### config.mk
export PLATFORM = sky130hd
export DESIGN_NAME = jns_ctrl
export DESIGN_NICKNAME = d
export VERILOG_FILES = /design/src/rtl/jns_pkg.sv /design/src/rtl/jns_ctrl.sv
export SDC_FILE = /design/constraint.sdc
export NUM_CORES = 1
export LEC_CHECK = 0
export BUFFER_PORTS_ARGS = -buffer_cell sky130_fd_sc_hd__buf_2
export CAP_MARGIN = 20
export CORE_UTILIZATION = 35
export DETAILED_ROUTE_END_ITERATION = 12
export HOLD_SLACK_MARGIN = 0.06
export MAX_ROUTING_LAYER = met4
export PLACE_DENSITY = 0.68
export SLEW_MARGIN = 10
export SYNTH_ARGS = -nofsm -noshare
export SYNTH_HDL_FRONTEND = slang
export SYNTH_SLANG_ARGS = --single-unit
### constraint.sdc
create_clock -name clk -period 4.1 [get_ports clk]
set_clock_uncertainty 0.2 [all_clocks]
set_input_delay 0.205 -clock clk [delete_from_list [all_inputs] [get_ports clk]]
set_output_delay 0.205 -clock clk [all_outputs]
set_load 0.03 [all_outputs]
### src/rtl/jns_pkg.sv
package jns_pkg;

	// item codes
	localparam logic [1:0] MODE_ADD  = 2'd0;
	localparam logic [1:0] MODE_EVAL = 2'd1;
	localparam logic [1:0] MODE_CLR  = 2'd2;

	// register indexes
	localparam logic REG_NODE_COUNT = 1'b0;
	localparam logic REG_THRESHOLD  = 1'b1;

	localparam logic [8:0]  NODE_COUNT_RESET = 9'd256;
	localparam logic [16:0] THRESHOLD_RESET  = 17'd6;
	localparam int unsigned QUOT_BITS = 17;

	typedef enum logic [3:0] {
		S_IDLE, S_DECODE, S_ADD_RD, S_ADD_WR, S_DEG_U, S_DEG_V, S_DEG_CAP, S_DEG_CHK,
		S_RD_U, S_RD_V, S_POP, S_DIV_INIT, S_DIV, S_OUT, S_CLR
	} state_t;

	typedef struct packed {
		logic load;
		logic add_rd;
		logic add_wr;
		logic add_next;
		logic deg_u;
		logic deg_v;
		logic deg_cap;
		logic rd_u;
		logic rd_v;
		logic pop;
		logic div_init;
		logic div_step;
		logic out_load;
		logic clr_start;
		logic clr_step;
	} cmd_t;

	typedef struct packed {
		logic [1:0] mode;
		logic       ep_ok;
		logic       same_ends;
		logic       side;
		logic       skip;
		logic       deg_zero;
		logic       word_last;
		logic       div_last;
		logic       clr_last;
	} status_t;

	// population count of one row word
	function automatic logic [6:0] popcount64(input logic [63:0] w);
		logic [6:0] c;
		c = '0;
		for (int i = 0; i < 64; i++) begin
			c = c + 7'(w[i]);
		end
		return c;
	endfunction

endpackage

### src/rtl/jns_ctrl.sv
module jns_ctrl (
	input  logic              clk,
	input  logic              arst_n,
	input  logic              start,
	input  jns_pkg::status_t  st,
	output jns_pkg::cmd_t     cmd,
	output logic              busy
);
	import jns_pkg::*;

	state_t state_q, state_d;

	// state register; reset runs the store clearing pass
	always_ff @(posedge clk or negedge arst_n) begin
		if (!arst_n) begin
			state_q <= S_CLR;
		end else begin
			state_q <= state_d;
		end
	end

	// next state and commands
	always_comb begin
		state_d = state_q;
		cmd     = '0;
		busy    = 1'b1;
		case (state_q)
			S_IDLE: begin
				busy = 1'b0;
				if (start) begin
					cmd.load = 1'b1;
					state_d  = S_DECODE;
				end
			end
			S_DECODE: begin
				case (st.mode)
					MODE_ADD:  state_d = st.ep_ok ? S_ADD_RD : S_IDLE;
					MODE_EVAL: begin
						if (st.skip) begin
							cmd.out_load = 1'b1;
							state_d      = S_IDLE;
						end else begin
							state_d = S_DEG_U;
						end
					end
					MODE_CLR: begin
						cmd.clr_start = 1'b1;
						state_d       = S_CLR;
					end
					default: state_d = S_IDLE;
				endcase
			end
			S_ADD_RD: begin
				cmd.add_rd = 1'b1;
				state_d    = S_ADD_WR;
			end
			S_ADD_WR: begin
				cmd.add_wr = 1'b1;
				if (!st.side && !st.same_ends) begin
					cmd.add_next = 1'b1;
					state_d      = S_ADD_RD;
				end else begin
					state_d = S_IDLE;
				end
			end
			S_DEG_U: begin
				cmd.deg_u = 1'b1;
				state_d   = S_DEG_V;
			end
			S_DEG_V: begin
				cmd.deg_v = 1'b1;
				state_d   = S_DEG_CAP;
			end
			S_DEG_CAP: begin
				cmd.deg_cap = 1'b1;
				state_d     = S_DEG_CHK;
			end
			S_DEG_CHK: begin
				if (st.deg_zero) begin
					cmd.out_load = 1'b1;
					state_d      = S_IDLE;
				end else begin
					state_d = S_RD_U;
				end
			end
			S_RD_U: begin
				cmd.rd_u = 1'b1;
				state_d  = S_RD_V;
			end
			S_RD_V: begin
				cmd.rd_v = 1'b1;
				state_d  = S_POP;
			end
			S_POP: begin
				cmd.pop = 1'b1;
				state_d = st.word_last ? S_DIV_INIT : S_RD_U;
			end
			S_DIV_INIT: begin
				cmd.div_init = 1'b1;
				state_d      = S_DIV;
			end
			S_DIV: begin
				cmd.div_step = 1'b1;
				if (st.div_last) state_d = S_OUT;
			end
			S_OUT: begin
				cmd.out_load = 1'b1;
				state_d      = S_IDLE;
			end
			S_CLR: begin
				cmd.clr_step = 1'b1;
				if (st.clr_last) state_d = S_IDLE;
			end
			default: state_d = S_IDLE;
		endcase
	end

endmodule

# Yosys cells after proc, flatten, opt, wreduce, memory -nomap -nowiden
# Cells that the tools add are included.
[classes] n_eq_ne=19 muxes=31 reduce_logical=6
[ops] op="one-hot mux 4 bit (14 select lines)" count=1
[ops] op="== test 4 bit (second input constant)" count=7
[ops] op="2-to-1 mux 1 bit" count=19
[ops] op="== test 4 x 3 -> 1 bit (second input constant)" count=4
[ops] op="2-to-1 mux 4 bit" count=4
[ops] op="one-hot mux 4 bit (3 select lines)" count=1
[ops] op="== test 4 x 2 -> 1 bit (second input constant)" count=2
[ops] op="2-to-1 mux 2 bit" count=4
[ops] op="!= test 2 bit (second input constant)" count=3
[ops] op="== test 4 x 1 -> 1 bit (second input constant)" count=1
[ops] op="zero test 4 bit" count=1
[ops] op="2-to-1 mux 3 bit" count=1
[ops] op="one-hot mux 1 bit (3 select lines)" count=1
[ops] op="AND reduction 3 bit" count=1
[ops] op="== test 2 x 1 -> 1 bit (second input constant)" count=1
[ops] op="== test 2 bit (second input constant)" count=1
[ops] op="zero test 1 bit" count=2
[ops] op="zero test 2 bit" count=1
[ops] op="logical AND 1 bit" count=1
[totals] reg_bits=4 input_bits=13 out_inout_bits=16 wordCells=57

# Longest topological paths before layout
# Gate-level depths: netlist (run 1).
[logic_depth] depth_word=4 ltp_mapped=5 ltp_nobuf=3

# Worst setup path after synthesis (run 1)
# No wires, ideal clock.
[synth_path] path_type="register -> register" start="register state_q[2]" end="register state_q[1]" setup_time_ps=65 arrival_time_ps=1996 required_ps=3835 path_slack_ps=1838 path_stages_with_launch=6 n_path_buf=2 synth_period_minus_slack_ps=2262 cell_sequence="dfstp_2 buf_6 or2_1 buf_6 nor4_1 a2111o_1"
[synth_between] elab_chain_len=3 word_cells_on_any_way=19 cone_classes="eq/ne (16); mux (1); reduce/logical (2)"
[synth_rtl] element="start: declaration" line_no="jns_ctrl.sv:11" text="state_t state_q, state_d;"
[synth_rtl] element="start signal: assignment" line_no="jns_ctrl.sv:18" text="state_q <= state_d;"
[synth_rtl] element="== test 4 bit or zero test 4 bit (tied branches)" line_no="jns_ctrl.sv:27" text="case (state_q)"
[synth_rtl] element="!= test 2 bit (no source line)"
[synth_rtl] element="AND reduction 3 bit (no source line)"
# Parallel ways exist; a longest one is shown, timed or not.
# A chain may end at the register's enable or synchronous reset.

==> results of run 1 <==
[metal layers]
metal  global-route usage  part of all wire
met5                    -                 0
met4                0.107             0.012
met3               0.0523             0.076
met2                0.326              0.47
met1                0.231              0.44
[path summary, 6_finish.rpt]
check                                       start  slack [ns]                     end
setup / recovery           state_q[3]$_DFFE_PN1P_        2.04                  cmd[2]
hold / removal                              st[4]        0.05  state_q[2]$_DFFE_PN1P_
setup reg to reg           state_q[1]$_DFFE_PN1P_        2.36  state_q[1]$_DFFE_PN1P_
hold reg to reg            state_q[0]$_DFFE_PN0P_        0.47  state_q[0]$_DFFE_PN0P_
max in group asynchronous                  arst_n        3.39  state_q[1]$_DFFE_PN1P_
min in group asynchronous                  arst_n        0.10  state_q[0]$_DFFE_PN0P_
[worst max-delay path: stages, from the launching register on]
cell,delay [ns]
dfstp_2,0.64
or2_1,0.30
nor3_1,0.10
a32o_1,0.20
buf_2,0.17
[cells by family after synthesis]
family / synth area share
mux: 0.0468
simple gates: 0.438
flops: 0.229
compound gates: 0.185
buf+inv: 0.102
[final cells by class]
class                   count  area (sq um)  area share
clock buffers               4          26.3      0.0429
inverters                   3          11.3      0.0184
multi-input cells          49           304       0.496
flip-flops and latches      4           104       0.169
well taps                  14          17.5      0.0286
repair buffers             29           150       0.245
[timing repair]
item | CTS | global route
hold buffers | 1 | 0
hold endpoints to repair | 4 | 0
buffers inserted | 0 | 0
resized for setup | 0 | 0
[per-stage QoR]
step,power [mW],hold WS (ns)
floorplan,0.333,-0.291
detailed placement,0.380,-0.189
finish,0.440,0.0494
CTS,0.440,0.0623
global route,0.473,0.0775
global placement,0.379,-0.188
[layout by cell type (no fill, tap or decap), types with 2 or more instances in the layout]
cell type  netlist  layout
buf_2            1      28
dfstp_2          3       3
nand2_1          3       3
nor2_1           9       9
nor3_1           6       6
nand2b_1         8       8
nor4_1           2       2
inv_1            3       3
clkbuf_4         0       3
[power groups by stage]
stage,Sequential (mW),Clock [mW],Combinational (mW)
floorplan,0.0766,0,0.257
global placement,0.119,0,0.260
detailed placement,0.120,0,0.260
CTS,0.120,0.0580,0.262
global route,0.127,0.0614,0.285
finish,0.121,0.0585,0.261
==> results.toml, run 1 <==
[outcome]
status = "finished clean"

[placement]
gp_congestion = 0.870
dpl.cell_count = 98
pre_cts_ws_ns = 2.31
numPortBuffers = 28
placed_cell_area_sq_um = 577
dp_hpwl_um = 890

[synthesis]
synth_fp_nets = 74
synthTopCellsByArea = "dfstp_2 17%, nand2b_1 11%, nor2_1 7.4%"
yosysSeqAreaShare = 0.229
synth_enable_flop_cells = 0
synth_commonest_cells = "9 x nor2_1, 8 x nand2b_1, 6 x nor3_1"
syn_area_per_cell_sq_um = 7.45
netlist_instances = 61
synth_seq_cells = 4
ys_warn_count = 0
synthDistinctLibCells = 32
netlist_area_sq_um = 454
dominantRegCellSynth = "dfstp_2"
yosys.cell_count.top_type = "nor2_1"
synth_top_area_share = 0.174
synth_top_area_cell = "dfstp_2"
ys_async_sr_fraction = 1.00

[setup_path]
reg2reg_depth = 3
worstPathMaxFanout = 12
worstPathRequired_ns = 3.69
crit_type = "reg -> out"
crit_arrival_ns = 1.65
startpoint_type = "flip-flop"
cp-end-kind = "output port"

[clock_network]
cts-root-buf = "clkbuf_4"
cts.sinks = 4
cts_max_level = 1
cts_buffer_depth = 2
clk_pin_slew_ns = 0.05
cts_tree = "yes"
clock_latency_ns = 0.25
cts_buffers = 3

[timing]
hold_viol = 0
max_freq_ghz = 0.486
min_period_ns = 2.06
rsz0062_at_grt = "false"
slew_viol_final = 0
timing.final.ws_setup_ns = 2.04
relSlewSlack = 0.775
finalSetupViolCount = 0
tightest_slew_ns = 0.328
setup_tns_ns = 0
period_share = 0.502

[finish]
instances_no_fill = 103
reg_top3 = "state_q (4)"
finish.utilization = 0.530
area_growth_pct = 35.0
drive_above_1_share = 0.404
fill_cells = 114
largest_reg_flops = 4
top_register = "state_q"
antenna_cells = 0
nNetsFinal = 103
fin_area_sq_um = 613

[hold_path]
hp-class = "in -> reg"
hold_depth = 3

[pwr]
netSwitchingFraction = 0.543
intPower_uw = 201
powerDensity_nw_per_um2 = 718
p_leak_nw = 0.314
p_clk_frac = 0.133
power_frac_comb = 0.593
ir_worst_vdd_v = 0.000323
sequentialPowerShare = 0.275
netSwitchingPower_uw = 239

[floorplan]
die_x_um = 38.0
dieArea_sq_um = 1450
initial_core_util = 0.393
ioPinCount = 29
num_rows = 12
die_h_um = 38.0
core_sq_um = 1160

[routing]
drc_errors = 0
via_count = 547
postRouteAntennaNets = 0
drt_iter0_drc = 9
dr.pass1.iters = 4
vias_per_cell = 5.31
routed_wl_um = 1210
wl_per_cell_um = 11.8

[global_routing]
grt_pass1_vias = 449
grt_max_degree = 16
grt_pass1_wl_um = 1950
grt_overflow = 0
antenna_found_initial = 0
grt_util_all_layers = 0.203

[flow_run]
drv_cap = 0
No activity file was read; power rests on OpenSTA's default activity.
==> run 2: changes to the inputs <==
Clock period 4.1 ns to 2.1 ns, I/O delays scaled along.
==> run 2 against run 1 <==
Against the previous run: hold slack gained 0.034 ns; core utilization rose by 6.6 points; sequential share of layout area shrank 1.9 points.
==> results.toml, run 2 (synthesized netlist as in run 1, its figures left out) <==
[flow_run]
drv_cap = 0

[clock_network]
postCtsSetupBuffers = 0
cts_tree = "yes"
clock_latency_ns = 0.25
cts_max_level = 1
hold_buffers = 8
cts.sinks = 4
clk_pin_slew_ns = 0.04
cts-root-buf = "clkbuf_4"
cts_buffer_depth = 2
cts_buffers = 3
cts_resized = 0

[finish]
largest_reg_flops = 4
top_register = "state_q"
fill_cells = 103
final_cell_mix = "28 x buf_2, 9 x nor2_1, 8 x nand2b_1, 8 x dlygate4sd3_1, 6 x nor3_1"
area_growth_pct = 51.8
layout.cells.most_common = "buf_2"
finish.utilization = 0.596
drive_above_1_share = 0.385
reg_top3 = "state_q (4)"
antenna_cells = 0
nNetsFinal = 110

[timing]
relSlewSlack = 0.770
hold_viol = 0
period_share = 0.945
rsz0062_at_grt = "false"
finalSetupViolCount = 0
slew_viol_final = 0
max_freq_ghz = 0.504
min_period_ns = 1.99
tightest_slew_ns = 0.336
setup_tns_ns = 0

[pwr]
ir_worst_vdd_v = 0.000868
intPower_uw = 412
netSwitchingFraction = 0.531
p_clk_frac = 0.126
power_frac_comb = 0.608
powerDensity_nw_per_um2 = 1270
netSwitchingPower_uw = 467
sequentialPowerShare = 0.265
p_leak_nw = 0.344

[routing]
vias_per_cell = 5.21
drc_errors = 0
dr.pass1.iters = 4
routed_wl_um = 1230
postRouteAntennaNets = 0
drt_iter0_drc = 3
via_count = 573
wl_per_cell_um = 11.2

[global_routing]
grt_max_degree = 16
antenna_found_initial = 0
use_met1 = 0.206
grt_pass1_vias = 456
grt_pass1_wl_um = 1830
top_usage_layer = "met2"
grt_use_met2 = 0.314
met3_usage = 0.0523
grt_util_all_layers = 0.191
grt_overflow = 0

[setup_path]
cp-end-kind = "flip-flop"
crit_type = "reg -> reg"
startpoint_type = "flip-flop"
r2r_slack_ns = 0.11
worstPathRequired_ns = 2.02
worstPathMaxFanout = 15
crit_arrival_ns = 1.90

[floorplan]
ioPinCount = 29
num_rows = 12
die_h_um = 38.0
die_x_um = 38.0
dieArea_sq_um = 1450
initial_core_util = 0.393
core_sq_um = 1160

[placement]
numPortBuffers = 28
gp_congestion = 0.810
dp_hpwl_um = 847

[hold_path]
hp-class = "in -> reg"

[outcome]
status = "finished clean"
## run 2: worst paths after layout
check	startpoint	end	cells after the start
max	state_q[1]$_DFFE_PN1P_	state_q[0]$_DFFE_PN0P_	4
max reg2reg	state_q[1]$_DFFE_PN1P_	state_q[0]$_DFFE_PN0P_	4
min	st[8]	state_q[2]$_DFFE_PN1P_	4
max in group asynchronous	arst_n	state_q[0]$_DFFE_PN0P_	3
min reg2reg	state_q[0]$_DFFE_PN0P_	state_q[0]$_DFFE_PN0P_	1
min in group asynchronous	arst_n	state_q[3]$_DFFE_PN1P_	2
## run 2: worst max-delay path, stage by stage, from the launching register on
cell	delay [ns]
dfstp_2	0.42
nand2b_1	0.16
o2bb2ai_1	0.12
dlygate4sd3_1	0.56
a2111oi_0	0.39
## run 2: power groups by stage
stage / registers (mW) / clock network (mW) / logic [mW]
after global routing: 0.243 / 0.119 / 0.583
final: 0.233 / 0.111 / 0.534
after floorplan: 0.150 / 0 / 0.505
after CTS: 0.231 / 0.115 / 0.533
after global placement: 0.231 / 0 / 0.510
after detailed placement: 0.231 / 0 / 0.507
## run 2: final cells by class
cell class	instances	area, sq um	area share
multi-input combinational	49	310	0.450
clock buffer	4	26.3	0.0381
sequential	4	104	0.151
inverter	3	11.3	0.0163
tap	14	17.5	0.0254
timing repair buffer	36	220	0.319
## run 2: through the flow
stage               worst slack [ns]  hold WS (ns)  cell area, sq um  instances  power, mW
global route                  0.0260         0.103               689        110      0.945
global placement               0.420        -0.286               583         98      0.740
detailed placement             0.394        -0.286               583         98      0.738
CTS                            0.133        0.0816               689        110      0.879
finish                         0.115        0.0836               689        110      0.878
floorplan                     0.0177        -0.391               460         61      0.655
## run 2: layer usage
metal  part of all wire  vias up
met4              0.020        0
met3              0.067        5
li1                   -      290
met5                  0        -
met2               0.45       26
met1               0.46      252
==> run 3: changes to the inputs <==
Settings changed: CAP_MARGIN 20 to unset, CORE_MARGIN set to 2.
==> run 3 against run 2 <==
Against the previous run: worst setup slack gained 0.020 ns; critical path type unchanged; wire length grew 4.6%; hold slack lost 0.014 ns; critical endpoint unchanged; core utilization grew 1.2 points; non-clock buffer count grew 1; cell count grew 0.91%; critical path depth grew 1.
==> results.toml, run 3 (synthesized netlist as in run 1, its figures left out) <==
[outcome]
status = "finished clean"

[timing]
tightest_slew_ns = 0.365
setup_tns_ns = 0
relSlewSlack = 0.757
max_freq_ghz = 0.509
period_share = 0.936
hold_viol = 0
rsz0062_at_grt = "false"
slew_viol_final = 0
min_period_ns = 1.97
finalSetupViolCount = 0

[global_routing]
grt_pass1_vias = 495
grt_overflow = 0
grt_max_degree = 13
grt_pass1_wl_um = 2020
antenna_found_initial = 0
grt_util_all_layers = 0.202

[setup_path]
r2r-start = "state_q[1]$_DFFE_PN1P_"
reg2reg_depth = 5
cpMaxStageDelayCell = "dlygate4sd3_1"
r2r_slack_ns = 0.13
crit_type = "reg -> reg"
r2r_end = "state_q[0]$_DFFE_PN0P_"
startpoint_type = "flip-flop"
cp-end-kind = "flip-flop"
worstPathRequired_ns = 2.04
crit_chain = "buf_4 > inv_1 > o2bb2ai_1 > dlygate4sd3_1 > a2111oi_2"
crit_path_max_incr_delay_ns = 0.56
crit_arrival_ns = 1.90
worstPathMaxFanout = 8

[routing]
drt-met1-wl_um = 564
postRouteAntennaNets = 0
wl_met2_um = 606
drt_iter0_drc = 9
wl_per_cell_um = 11.6
dr.pass1.iters = 4
drc_errors = 0
routed-wl-met3_um = 75
vias_per_cell = 5.19
via_count = 576
routed_wl_um = 1280
highest_layer = "met4"

[clock_network]
cts_buffer_depth = 2
cts_max_level = 1
clk_pin_slew_ns = 0.05
cts_buffers = 3
clock_latency_ns = 0.25
cts_tree = "yes"
cts-root-buf = "clkbuf_4"
postCtsSetupBuffers = 0
cts.sinks = 4

[pwr]
p_clk_frac = 0.122
p_leak_nw = 0.351
power_frac_comb = 0.626
sequentialPowerShare = 0.252
netSwitchingFraction = 0.529
intPower_uw = 429
ir_worst_vdd_v = 0.000617
netSwitchingPower_uw = 481
powerDensity_nw_per_um2 = 1300

[placement]
numPortBuffers = 28
dpl.cell_count = 99
dp_hpwl_um = 949
gp_congestion = 0.845
placed_cell_area_sq_um = 591

[finish]
instances_no_fill = 111
drive_above_1_share = 0.402
fill_cells = 111
layout.cells.most_common = "buf_2"
largest_reg_flops = 4
nNetsFinal = 111
fin_area_sq_um = 703
reg_top3 = "state_q (4)"
area_growth_pct = 54.8
final_cell_mix = "28 x buf_2, 9 x nor2_1, 8 x nand2b_1, 8 x dlygate4sd3_1, 6 x nor3_1"
antenna_cells = 0
top_register = "state_q"

[floorplan]
die_h_um = 40.0
initial_core_util = 0.393
num_rows = 12
core_sq_um = 1160
dieArea_sq_um = 1600
ioPinCount = 29
die_x_um = 40.0

[hold_path]
hp-class = "in -> reg"
hold_depth = 3
holdPathEnd = "state_q[1]$_DFFE_PN1P_"
min_from = "st[5]"

[flow_run]
drv_cap = 0
run 3: cell types whose count changed in the layout (fill, tap and decap cells not counted):
| cell | before | now |
|---|---|---|
| buf_4 | 0 | 1 |
| a2111oi_0 | 1 | 0 |
| a2111oi_2 | 0 | 1 |
run 3: how the worst max path moves through the flow:
| stage | slack (ns) | from | cells after the start | to |
|---|---|---|---|---|
| CTS | 0.07 | state_q[1]$_DFFE_PN1P_ | 5 | state_q[0]$_DFFE_PN0P_ |
| global route | 0.02 | state_q[1]$_DFFE_PN1P_ | 5 | state_q[0]$_DFFE_PN0P_ |
| finish | 0.13 | state_q[1]$_DFFE_PN1P_ | 5 | state_q[0]$_DFFE_PN0P_ |
| detailed placement | 0.43 | state_q[2]$_DFFE_PN1P_ | 4 | cmd[14] |
| global placement | 0.43 | state_q[1]$_DFFE_PN1P_ | 3 | state_q[1]$_DFFE_PN1P_ |
| floorplan | 0.02 | state_q[2]$_DFFE_PN1P_ | 4 | cmd[1] |
run 3: area by class of cell:
| cell class | instances | area, sq um | area share |
|---|---|---|---|
| multi-input cells | 49 | 317 | 0.450 |
| repair buffers | 37 | 228 | 0.324 |
| flip-flops and latches | 4 | 104 | 0.148 |
| clock buffers | 4 | 26.3 | 0.0374 |
| well taps | 14 | 17.5 | 0.0249 |
| inverters | 3 | 11.3 | 0.0160 |
run 3: power by group through the flow:
stage / Sequential [mW] / Clock [mW] / Combinational (mW)
floorplan: 0.150 / 0 / 0.505
global placement: 0.218 / 0 / 0.535
detailed placement: 0.222 / 0 / 0.536
CTS: 0.221 / 0.113 / 0.562
global route: 0.237 / 0.122 / 0.627
finish: 0.229 / 0.111 / 0.570
run 3: what timing repair did:
item / CTS / global route
hold buffers: 8 / 0
resized for setup: 0 / 2
hold endpoints to repair: 7 / 0
setup endpoints to repair: 0 / 1
run 3: worst max-delay path, delay by kind of cell, from the launching register on:
kind                   cells  cell delay, ns
buffers and inverters      3            0.82
AOI/OAI and AO/OA          2            0.44
DFF                        1            0.40
run 3: metal layers:
layer,GRT usage,vias to the layer above
met5,-,-
met4,0.181,0
met3,0.0333,4
met2,0.302,23
met1,0.227,256
li1,-,293
run 3: metrics by stage:
stage                util  hold slack [ns]  worst slack (ns)  power (mW)
floorplan               -           -0.391            0.0177       0.655
global placement    0.511           -0.284             0.429       0.753
detailed placement  0.511           -0.286             0.426       0.759
CTS                 0.603           0.0728            0.0750       0.896
global route        0.608           0.0895            0.0218       0.986
finish              0.608           0.0692             0.135       0.911
